## config.mk

```make
export PLATFORM = sky130hd
export DESIGN_NAME = ohlc_minute_bar_builder
export DESIGN_NICKNAME = d
export VERILOG_FILES = /design/src/hdl/ohlc_pkg.sv /design/src/hdl/ohlc_minute_bar_builder.sv /design/src/hdl/ohlc_bar_update.sv /design/src/hdl/ohlc_result_fifo.sv
export SDC_FILE = /design/constraint.sdc
export NUM_CORES = 2
export LEC_CHECK = 0
export ABC_CLOCK_PERIOD_IN_PS = 21800
export BUFFER_PORTS_ARGS = -buffer_cell sky130_fd_sc_hd__buf_2
export CAP_MARGIN = 30
export CELL_PAD_IN_SITES_DETAIL_PLACEMENT = 0
export CELL_PAD_IN_SITES_GLOBAL_PLACEMENT = 1
export CORE_AREA = 2 2 385 387
export DETAILED_ROUTE_END_ITERATION = 8
export DIE_AREA = 0 0 387 389
export PLACE_DENSITY = 0.77
export SETUP_SLACK_MARGIN = 0.02
export SYNTH_ARGS = -nofsm -noshare
export SYNTH_HDL_FRONTEND = slang
export SYNTH_HIERARCHICAL = 1
export SYNTH_SLANG_ARGS = --single-unit
```

## constraint.sdc

```tcl
create_clock -name clk_i -period 21.8 [get_ports clk_i]
set_input_delay 4.36 -clock clk_i [delete_from_list [all_inputs] [get_ports clk_i]]
set_output_delay 4.36 -clock clk_i [all_outputs]
set_load 0.005 [all_outputs]
```

## src/hdl/ohlc_pkg.sv

```systemverilog
// Types, constants and word layouts shared by the OHLC minute bar builder.
`default_nettype none

package ohlc_pkg;

  localparam int unsigned PRICE_BITS_DEF  = 32;
  localparam int unsigned VOLUME_BITS_DEF = 32;

  localparam logic [10:0] MINUTE_MAX = 11'd1439;
  localparam logic [39:0] VOL_MAX    = 40'hFF_FFFF_FFFF;

  localparam int unsigned FIFO_DEPTH = 4;

  typedef enum logic [0:0] {
    KIND_TRADE = 1'b0,
    KIND_FLUSH = 1'b1
  } ohlc_kind_e;

  // Input word, first field in the highest bits.
  typedef struct packed {
    logic [31:0] trade_volume;
    logic [31:0] trade_price;
    logic [10:0] trade_minute;
    logic [15:0] trade_day;
  } ohlc_trade_t;

  // Output word, first field in the highest bits.
  typedef struct packed {
    logic [10:0] repeat_count;
    logic [39:0] bar_volume;
    logic [31:0] close_price;
    logic [31:0] low_price;
    logic [31:0] high_price;
    logic [31:0] open_price;
    logic [10:0] bar_minute;
    logic [15:0] bar_day;
    logic [31:0] bar_index;
  } ohlc_bar_data_t;

  typedef struct packed {
    logic           rejected;
    logic           last;
    ohlc_bar_data_t data;
  } ohlc_result_t;

  // Which result slots an update fills this cycle.
  typedef struct packed {
    logic first;
    logic second;
  } ohlc_push_t;

  localparam int unsigned IN_DATA_BITS   = $bits(ohlc_trade_t);
  localparam int unsigned IN_TDATA_BITS  = ((IN_DATA_BITS + 7) / 8) * 8;
  localparam int unsigned OUT_DATA_BITS  = $bits(ohlc_bar_data_t);
  localparam int unsigned OUT_TDATA_BITS = ((OUT_DATA_BITS + 7) / 8) * 8;

endpackage

`default_nettype wire

```

## src/hdl/ohlc_minute_bar_builder.sv

```systemverilog
// Top level of the one-minute OHLCV candle builder.
`default_nettype none

// Builds one-minute open/high/low/close/volume candles from a time-ordered trade stream.
// Each slave word is a trade (tuser = 0) or an end-of-stream flush (tuser = 1). Every
// closed candle leaves as one master word; a jump of several minutes within a day adds
// a second word, a run record standing for the flat zero-volume minutes in between at
// the previous close. Trades earlier than the open candle are dropped and answered by a
// word with tuser (rejected) set. The block takes one word per cycle unless the queue is
// short of room: the word is held in an input register, the candle state updates from it
// once the queue has space for two results, and the results land in a four-word output
// queue that feeds the master side. The input side backs off while the queue holds
// more than two words, which only comes into play when the sink stalls or run records
// pile up, since the master side drains one word per cycle. Prices are kept in the low
// PRICE_BITS bits, volumes in the low VOLUME_BITS bits of the trade, and candle volume
// saturates at 2^40-1.
module ohlc_minute_bar_builder #(
  parameter int unsigned PRICE_BITS  = ohlc_pkg::PRICE_BITS_DEF,
  parameter int unsigned VOLUME_BITS = ohlc_pkg::VOLUME_BITS_DEF
) (
  input  logic                                clk_i,
  input  logic                                rst_ni,
  input  logic                                s_axis_tvalid,
  output logic                                s_axis_tready,
  // trade_day[15:0], trade_minute[26:16], trade_price[58:27], trade_volume[90:59]
  input  logic [ohlc_pkg::IN_TDATA_BITS-1:0]  s_axis_tdata,
  // kind[0]
  input  logic                                s_axis_tuser,
  output logic                                m_axis_tvalid,
  input  logic                                m_axis_tready,
  // bar_index[31:0], bar_day[47:32], bar_minute[58:48], open_price[90:59],
  // high_price[122:91], low_price[154:123], close_price[186:155],
  // bar_volume[226:187], repeat_count[237:227]
  output logic [ohlc_pkg::OUT_TDATA_BITS-1:0] m_axis_tdata,
  // rejected[0]
  output logic                                m_axis_tuser,
  output logic                                m_axis_tlast
);
  import ohlc_pkg::*;

  logic         in_valid_q, in_valid_d;
  ohlc_kind_e   in_kind_q;
  ohlc_trade_t  in_trade_q;
  logic         accept;
  logic         fire;
  logic         room;
  ohlc_push_t   push;
  ohlc_result_t res0;
  ohlc_result_t res1;

  // Process the held word once the queue has space for two results.
  assign fire          = in_valid_q && room;
  assign s_axis_tready = !in_valid_q || fire;
  assign accept        = s_axis_tvalid && s_axis_tready;
  assign in_valid_d    = accept || (in_valid_q && !fire);

  always_ff @(posedge clk_i or negedge rst_ni) begin
    if (!rst_ni) begin
      in_valid_q <= 1'b0;
    end else begin
      in_valid_q <= in_valid_d;
    end
  end

  // Payload of the input register, loaded on accept only.
  always_ff @(posedge clk_i) begin
    if (accept) begin
      in_kind_q  <= ohlc_kind_e'(s_axis_tuser);
      in_trade_q <= ohlc_trade_t'(s_axis_tdata[IN_DATA_BITS-1:0]);
    end
  end

  ohlc_bar_update #(
    .PRICE_BITS  (PRICE_BITS),
    .VOLUME_BITS (VOLUME_BITS)
  ) u_update (
    .clk_i   (clk_i),
    .rst_ni  (rst_ni),
    .fire_i  (fire),
    .kind_i  (in_kind_q),
    .trade_i (in_trade_q),
    .push_o  (push),
    .res0_o  (res0),
    .res1_o  (res1)
  );

  ohlc_result_fifo u_fifo (
    .clk_i         (clk_i),
    .rst_ni        (rst_ni),
    .push_i        (push),
    .res0_i        (res0),
    .res1_i        (res1),
    .room_o        (room),
    .m_axis_tvalid (m_axis_tvalid),
    .m_axis_tready (m_axis_tready),
    .m_axis_tdata  (m_axis_tdata),
    .m_axis_tuser  (m_axis_tuser),
    .m_axis_tlast  (m_axis_tlast)
  );

endmodule

`default_nettype wire

```

## src/hdl/ohlc_bar_update.sv

```systemverilog
// Candle state and the combinational update that turns one item into up to two results.
`default_nettype none

module ohlc_bar_update #(
  parameter int unsigned PRICE_BITS  = ohlc_pkg::PRICE_BITS_DEF,
  parameter int unsigned VOLUME_BITS = ohlc_pkg::VOLUME_BITS_DEF
) (
  input  logic                 clk_i,
  input  logic                 rst_ni,
  input  logic                 fire_i,
  input  ohlc_pkg::ohlc_kind_e kind_i,
  input  ohlc_pkg::ohlc_trade_t trade_i,
  output ohlc_pkg::ohlc_push_t  push_o,
  output ohlc_pkg::ohlc_result_t res0_o,
  output ohlc_pkg::ohlc_result_t res1_o
);
  import ohlc_pkg::*;

  localparam int unsigned PW = (PRICE_BITS < 32) ? PRICE_BITS : 32;
  localparam int unsigned VW = (VOLUME_BITS < 32) ? VOLUME_BITS : 32;

  logic          open_q, open_d;
  logic [15:0]   day_q, day_d;
  logic [10:0]   minute_q, minute_d;
  logic [PW-1:0] opx_q, opx_d;
  logic [PW-1:0] high_q, high_d;
  logic [PW-1:0] low_q, low_d;
  logic [PW-1:0] close_q, close_d;
  logic [39:0]   vol_q, vol_d;
  logic [31:0]   index_q, index_d;

  logic [10:0]   minute_in;
  logic [PW-1:0] price_in;
  logic [VW-1:0] vol_in;
  logic [40:0]   vol_sum;
  logic [10:0]   step;
  logic [10:0]   gap;
  logic          earlier;
  ohlc_result_t  cur_res;

  assign minute_in = (trade_i.trade_minute > MINUTE_MAX) ? MINUTE_MAX : trade_i.trade_minute;
  assign price_in  = trade_i.trade_price[PW-1:0];
  assign vol_in    = trade_i.trade_volume[VW-1:0];
  assign vol_sum   = {1'b0, vol_q} + 41'(vol_in);
  assign step      = minute_in - minute_q;
  assign gap       = step - 11'd1;
  assign earlier   = (trade_i.trade_day < day_q) ||
                     ((trade_i.trade_day == day_q) && (minute_in < minute_q));

  always_comb begin
    cur_res                   = '0;
    cur_res.last              = 1'b1;
    cur_res.data.bar_index    = index_q;
    cur_res.data.bar_day      = day_q;
    cur_res.data.bar_minute   = minute_q;
    cur_res.data.open_price   = 32'(opx_q);
    cur_res.data.high_price   = 32'(high_q);
    cur_res.data.low_price    = 32'(low_q);
    cur_res.data.close_price  = 32'(close_q);
    cur_res.data.bar_volume   = vol_q;
    cur_res.data.repeat_count = 11'd1;
  end

  always_comb begin
    open_d   = open_q;
    day_d    = day_q;
    minute_d = minute_q;
    opx_d    = opx_q;
    high_d   = high_q;
    low_d    = low_q;
    close_d  = close_q;
    vol_d    = vol_q;
    index_d  = index_q;
    push_o   = '0;
    res0_o   = cur_res;
    res1_o   = '0;
    if (fire_i) begin
      if (kind_i == KIND_FLUSH) begin
        push_o.first = open_q;
        open_d   = 1'b0;
        day_d    = '0;
        minute_d = '0;
        opx_d    = '0;
        high_d   = '0;
        low_d    = '0;
        close_d  = '0;
        vol_d    = '0;
        index_d  = '0;
      end else if (open_q && earlier) begin
        // Drop the trade, report it.
        push_o.first    = 1'b1;
        res0_o          = '0;
        res0_o.rejected = 1'b1;
        res0_o.last     = 1'b1;
      end else if (open_q && (trade_i.trade_day == day_q) && (minute_in == minute_q)) begin
        if (vol_q == '0) begin
          opx_d   = price_in;
          high_d  = price_in;
          low_d   = price_in;
          close_d = price_in;
          vol_d   = 40'(vol_in);
        end else begin
          close_d = price_in;
          if (price_in > high_q) begin
            high_d = price_in;
          end
          if (price_in < low_q) begin
            low_d = price_in;
          end
          vol_d = vol_sum[40] ? VOL_MAX : vol_sum[39:0];
        end
      end else begin
        if (open_q) begin
          push_o.first = 1'b1;
          if (trade_i.trade_day == day_q) begin
            index_d = index_q + 32'(step);
            if (gap != '0) begin
              // Close the candle, then a run of flat candles at the old close.
              push_o.second                = 1'b1;
              res0_o.last                  = 1'b0;
              res1_o.last                  = 1'b1;
              res1_o.data.bar_index        = index_q + 32'd1;
              res1_o.data.bar_day          = day_q;
              res1_o.data.bar_minute       = minute_q + 11'd1;
              res1_o.data.open_price       = 32'(close_q);
              res1_o.data.high_price       = 32'(close_q);
              res1_o.data.low_price        = 32'(close_q);
              res1_o.data.close_price      = 32'(close_q);
              res1_o.data.repeat_count     = gap;
            end
          end else begin
            index_d = index_q + 32'd1;
          end
        end
        open_d   = 1'b1;
        day_d    = trade_i.trade_day;
        minute_d = minute_in;
        opx_d    = price_in;
        high_d   = price_in;
        low_d    = price_in;
        close_d  = price_in;
        vol_d    = 40'(vol_in);
      end
    end
  end

  always_ff @(posedge clk_i or negedge rst_ni) begin
    if (!rst_ni) begin
      open_q   <= 1'b0;
      day_q    <= '0;
      minute_q <= '0;
      opx_q    <= '0;
      high_q   <= '0;
      low_q    <= '0;
      close_q  <= '0;
      vol_q    <= '0;
      index_q  <= '0;
    end else begin
      open_q   <= open_d;
      day_q    <= day_d;
      minute_q <= minute_d;
      opx_q    <= opx_d;
      high_q   <= high_d;
      low_q    <= low_d;
      close_q  <= close_d;
      vol_q    <= vol_d;
      index_q  <= index_d;
    end
  end

endmodule

`default_nettype wire

```

## src/hdl/ohlc_result_fifo.sv

```systemverilog
// Small result queue: takes up to two words a cycle, hands one out a cycle while the sink is ready.
`default_nettype none

module ohlc_result_fifo (
  input  logic                                    clk_i,
  input  logic                                    rst_ni,
  input  ohlc_pkg::ohlc_push_t                    push_i,
  input  ohlc_pkg::ohlc_result_t                  res0_i,
  input  ohlc_pkg::ohlc_result_t                  res1_i,
  output logic                                    room_o,
  output logic                                    m_axis_tvalid,
  input  logic                                    m_axis_tready,
  output logic [ohlc_pkg::OUT_TDATA_BITS-1:0]     m_axis_tdata,
  output logic                                    m_axis_tuser,
  output logic                                    m_axis_tlast
);
  import ohlc_pkg::*;

  localparam int unsigned PTR_W = $clog2(FIFO_DEPTH);
  localparam int unsigned CNT_W = $clog2(FIFO_DEPTH + 1);

  ohlc_result_t mem_q [FIFO_DEPTH];
  logic [PTR_W-1:0] wr_ptr_q, wr_ptr_d;
  logic [PTR_W-1:0] rd_ptr_q, rd_ptr_d;
  logic [CNT_W-1:0] count_q, count_d;
  logic [PTR_W-1:0] wr_ptr_next;
  logic             pop;

  assign pop          = m_axis_tvalid && m_axis_tready;
  assign wr_ptr_next  = wr_ptr_q + PTR_W'(1);
  assign room_o       = (count_q <= CNT_W'(FIFO_DEPTH - 2));

  assign m_axis_tvalid = (count_q != '0);
  assign m_axis_tdata  = OUT_TDATA_BITS'(mem_q[rd_ptr_q].data);
  assign m_axis_tuser  = mem_q[rd_ptr_q].rejected;
  assign m_axis_tlast  = mem_q[rd_ptr_q].last;

  always_comb begin
    wr_ptr_d = wr_ptr_q + PTR_W'(push_i.first) + PTR_W'(push_i.second);
    rd_ptr_d = rd_ptr_q + PTR_W'(pop);
    count_d  = count_q + CNT_W'(push_i.first) + CNT_W'(push_i.second) - CNT_W'(pop);
  end

  always_ff @(posedge clk_i) begin
    for (int i = 0; i < FIFO_DEPTH; i++) begin
      if (push_i.first && (wr_ptr_q == PTR_W'(i))) begin
        mem_q[i] <= res0_i;
      end else if (push_i.second && (wr_ptr_next == PTR_W'(i))) begin
        mem_q[i] <= res1_i;
      end
    end
  end

  always_ff @(posedge clk_i or negedge rst_ni) begin
    if (!rst_ni) begin
      wr_ptr_q <= '0;
      rd_ptr_q <= '0;
      count_q  <= '0;
    end else begin
      wr_ptr_q <= wr_ptr_d;
      rd_ptr_q <= rd_ptr_d;
      count_q  <= count_d;
    end
  end

endmodule

`default_nettype wire

```

==> run summary <==
Final Wtd Congestion - 0.866
Setup TNS - 0 ps
Power per Cell Area - 126 nW/um^2
leakage - 0.0289 uW
Final Hold Vio Count - 0
Final HPWL DP - 113000 um
First DRT Iteration DRCs - 3605
post-CTS setup buffers - 0
Final Util - 52.1%
clk_lat worst skew - 780 ps
Post-synth EDFFs - 1052
Post-synth ARST share - 18.3%
worst hold slack - 469 ps
final antenna-violating net count - 0
Clock Root Buffer - clkbuf_16
Hold Path Class - reg -> reg
Area growth, synth to finish - 11.6%
register area share after synthesis - 54.8%
Cells after Synth - 4876
Critical Path RT - 17440 ps
Max Slew Vio Count - 0
Initial Utilization - 46.7%
largest net degree at the start of global routing - 156
Post-CTS Resized - 0
Vias per Instance - 5.96
Num CTS Buffers - 142
fin crit share - 37.7%
f_max - 122 MHz
initial antenna violation count - 4
final setup margin - 13580 ps
Distinct cells, synth - 82
Port-buffer cells - 337
Internal - 6190 uW
H-tree Lvls - 4
CP Max Fanout - 54
die area - 151000 um^2
GR Overflow Total - 0
Worst-path clk slew - 60 ps
status - completed
clk_skew - 31.5 ps
critical-path cell list - buf_4 > buf_12 > buf_4 > mux4_2 > buf_2
hold_buf cts - 0
Final #Nets - 5311
RSZ-0062 raised after global routing - false
wire per inst - 26.2 um
vias in the first global route - 43271
first-pass GRT wire length - 280000 um
TritonRoute pass-1 iters - 6
Logic pwr share - 39.2%
# setup viols final - 0
power share of the sequential group - 35.5%
CORE AREA - 147000 um^2
site row count - 141
cell area after synthesis - 68400 um^2
Post-synth top flop - edfxtp_1
placed cell area - 71400 um^2
mean post-synth cell area - 14.0 um^2
CP startpoint kind - register
total wire length - 186000 um
Worst setup EP type - primary output
most used cell, CP - buf_4
post-route cell area - 76300 um^2
Final min period - 8220 ps
clock power share - 25.2%
CTS tree - built
Die Y - 389 um
Worst EP arrival - 3860 ps
Slew @ Worst Pin - 1110 ps
#FFs+latches synth - 1288
switching power total - 3400 uW
worst setup path class - reg -> out
VDD IR max - 86.5 uV
Sw Ratio - 35.4%
number of remaining DRC errors - 0
slowest CP cell - buf_4
worst relative slew slack - 25.9%
via count - 42393
Die X - 387 um
IO Count - 345
Synthesis Warnings - 6
CP peak stage delay - 750 ps
GRT Util Overall - 24.5%
layout cells sized above 1 - 37.1%
max_cap viols - 0
Max clock buf depth - 3
clock sinks - 1288
Place WS - 14070 ps
## logic make-up after synthesis
logic type	after synthesis	synth area share (%)
DFF	1288	54.8
muxes	1240	24.3
and+or+nand+nor	898	6.48
buffers and inverters	619	4.61
AOI/OAI and AO/OA	606	6.08
adders and majority gates	145	2.72
xor gates and xnor gates	78	0.999
other	2	0.0110
## flip-flops by register name, indices dropped and copies added (netlist names)
name,count
in_kind_q,1
in_trade_q,91
in_valid_q,1
u_fifo/count_q,3
u_fifo/mem_q,960
u_fifo/rd_ptr_q,2
u_fifo/wr_ptr_q,2
u_update/close_q,32
u_update/day_q,16
u_update/high_q,32
u_update/index_q,32
u_update/low_q,32
u_update/minute_q,11
u_update/open_q,1
u_update/opx_q,32
u_update/vol_q,40
## metal layers
metal	part of all wire [%]	track usage [%]	vias up	wire [um]
met5	0	0	-	0
met3	6.0	4.14	257	11200
li1	-	-	18974	-
met2	48	40.3	1344	90300
met1	43	33.7	21818	80400
met4	2.3	6.92	0	4370
## path summary, 6_finish.rpt
check	slack (ps)	depth (start not counted)	endpoint	start
hold / removal	470	2	u_update/opx_q[19]	u_update/opx_q[19]
max in group asynchronous	16090	3	u_update/opx_q[20]	rst_ni
setup / recovery	13580	5	m_axis_tdata[170]	u_fifo/rd_ptr_q[1]
hold reg to reg	470	2	u_update/opx_q[19]	u_update/opx_q[19]
setup reg to reg	14100	19	u_fifo/mem_q[3][199]	in_trade_q[24]
min in group asynchronous	3550	1	u_update/index_q[25]	rst_ni
## power by group through the flow
stage | clock network [uW] | registers, uW | logic [uW]
2_1_floorplan | 0 | 3460 | 2470
3_3_place_gp | 0 | 3440 | 3670
3_5_place_dp | 0 | 3450 | 3750
4_1_cts | 2470 | 3410 | 3770
5_1_grt | 2560 | 3440 | 4070
6_report | 2420 | 3410 | 3760
## layout by cell type (no fill, tap or decap), drive strengths merged, types with 108 or more instances in the layout
| cell type | Yosys | routed |
|---|---|---|
| mux2 | 961 | 961 |
| o21ai | 134 | 134 |
| nor2 | 216 | 216 |
| nor2b | 126 | 126 |
| mux4 | 240 | 240 |
| inv | 160 | 167 |
| a21oi | 108 | 108 |
| nand2 | 238 | 238 |
| clkbuf | 128 | 200 |
| edfxtp | 1052 | 1052 |
| ha | 139 | 139 |
| buf | 331 | 453 |
| dfrtp | 236 | 236 |
## area by class of cell
cell class	count	area, um^2
tap	1930	2410
sequential	1288	37500
antenna	3	7.51
clock buffer	200	4090
multi-input combinational	3020	28100
timing repair buffer	453	2960
fill	12230	70300
clock inverter	64	618
inverter	160	602
## worst max-delay path: cells and delay by family, from the launching register on
family / cells / cell delay [ps]
buffers and inverters: 4 / 1750
muxes: 1 / 550
DFF: 1 / 700
## synth_stat cells (86+ instances only)
master | n | share of area, %
a211oi_1 | 86 | 0.94
a21oi_1 | 107 | 0.78
buf_2 | 127 | 0.93
buf_4 | 170 | 1.9
clkbuf_1 | 128 | 0.70
dfrtp_1 | 236 | 8.6
edfxtp_1 | 1052 | 46
ha_1 | 139 | 2.5
inv_1 | 160 | 0.88
mux2_2 | 961 | 16
mux4_2 | 240 | 7.9
nand2_1 | 238 | 1.3
nor2_1 | 216 | 1.2
nor2b_1 | 126 | 1.2
o21ai_0 | 131 | 0.96
## through the flow
step,std cells,total power [uW]
3_5_place_dp,6840,7200
6_report,7118,9580
3_3_place_gp,6821,7110
5_1_grt,7115,10100
4_1_cts,7104,9650
2_1_floorplan,4927,5930
(Power assumes the default switching activity.)
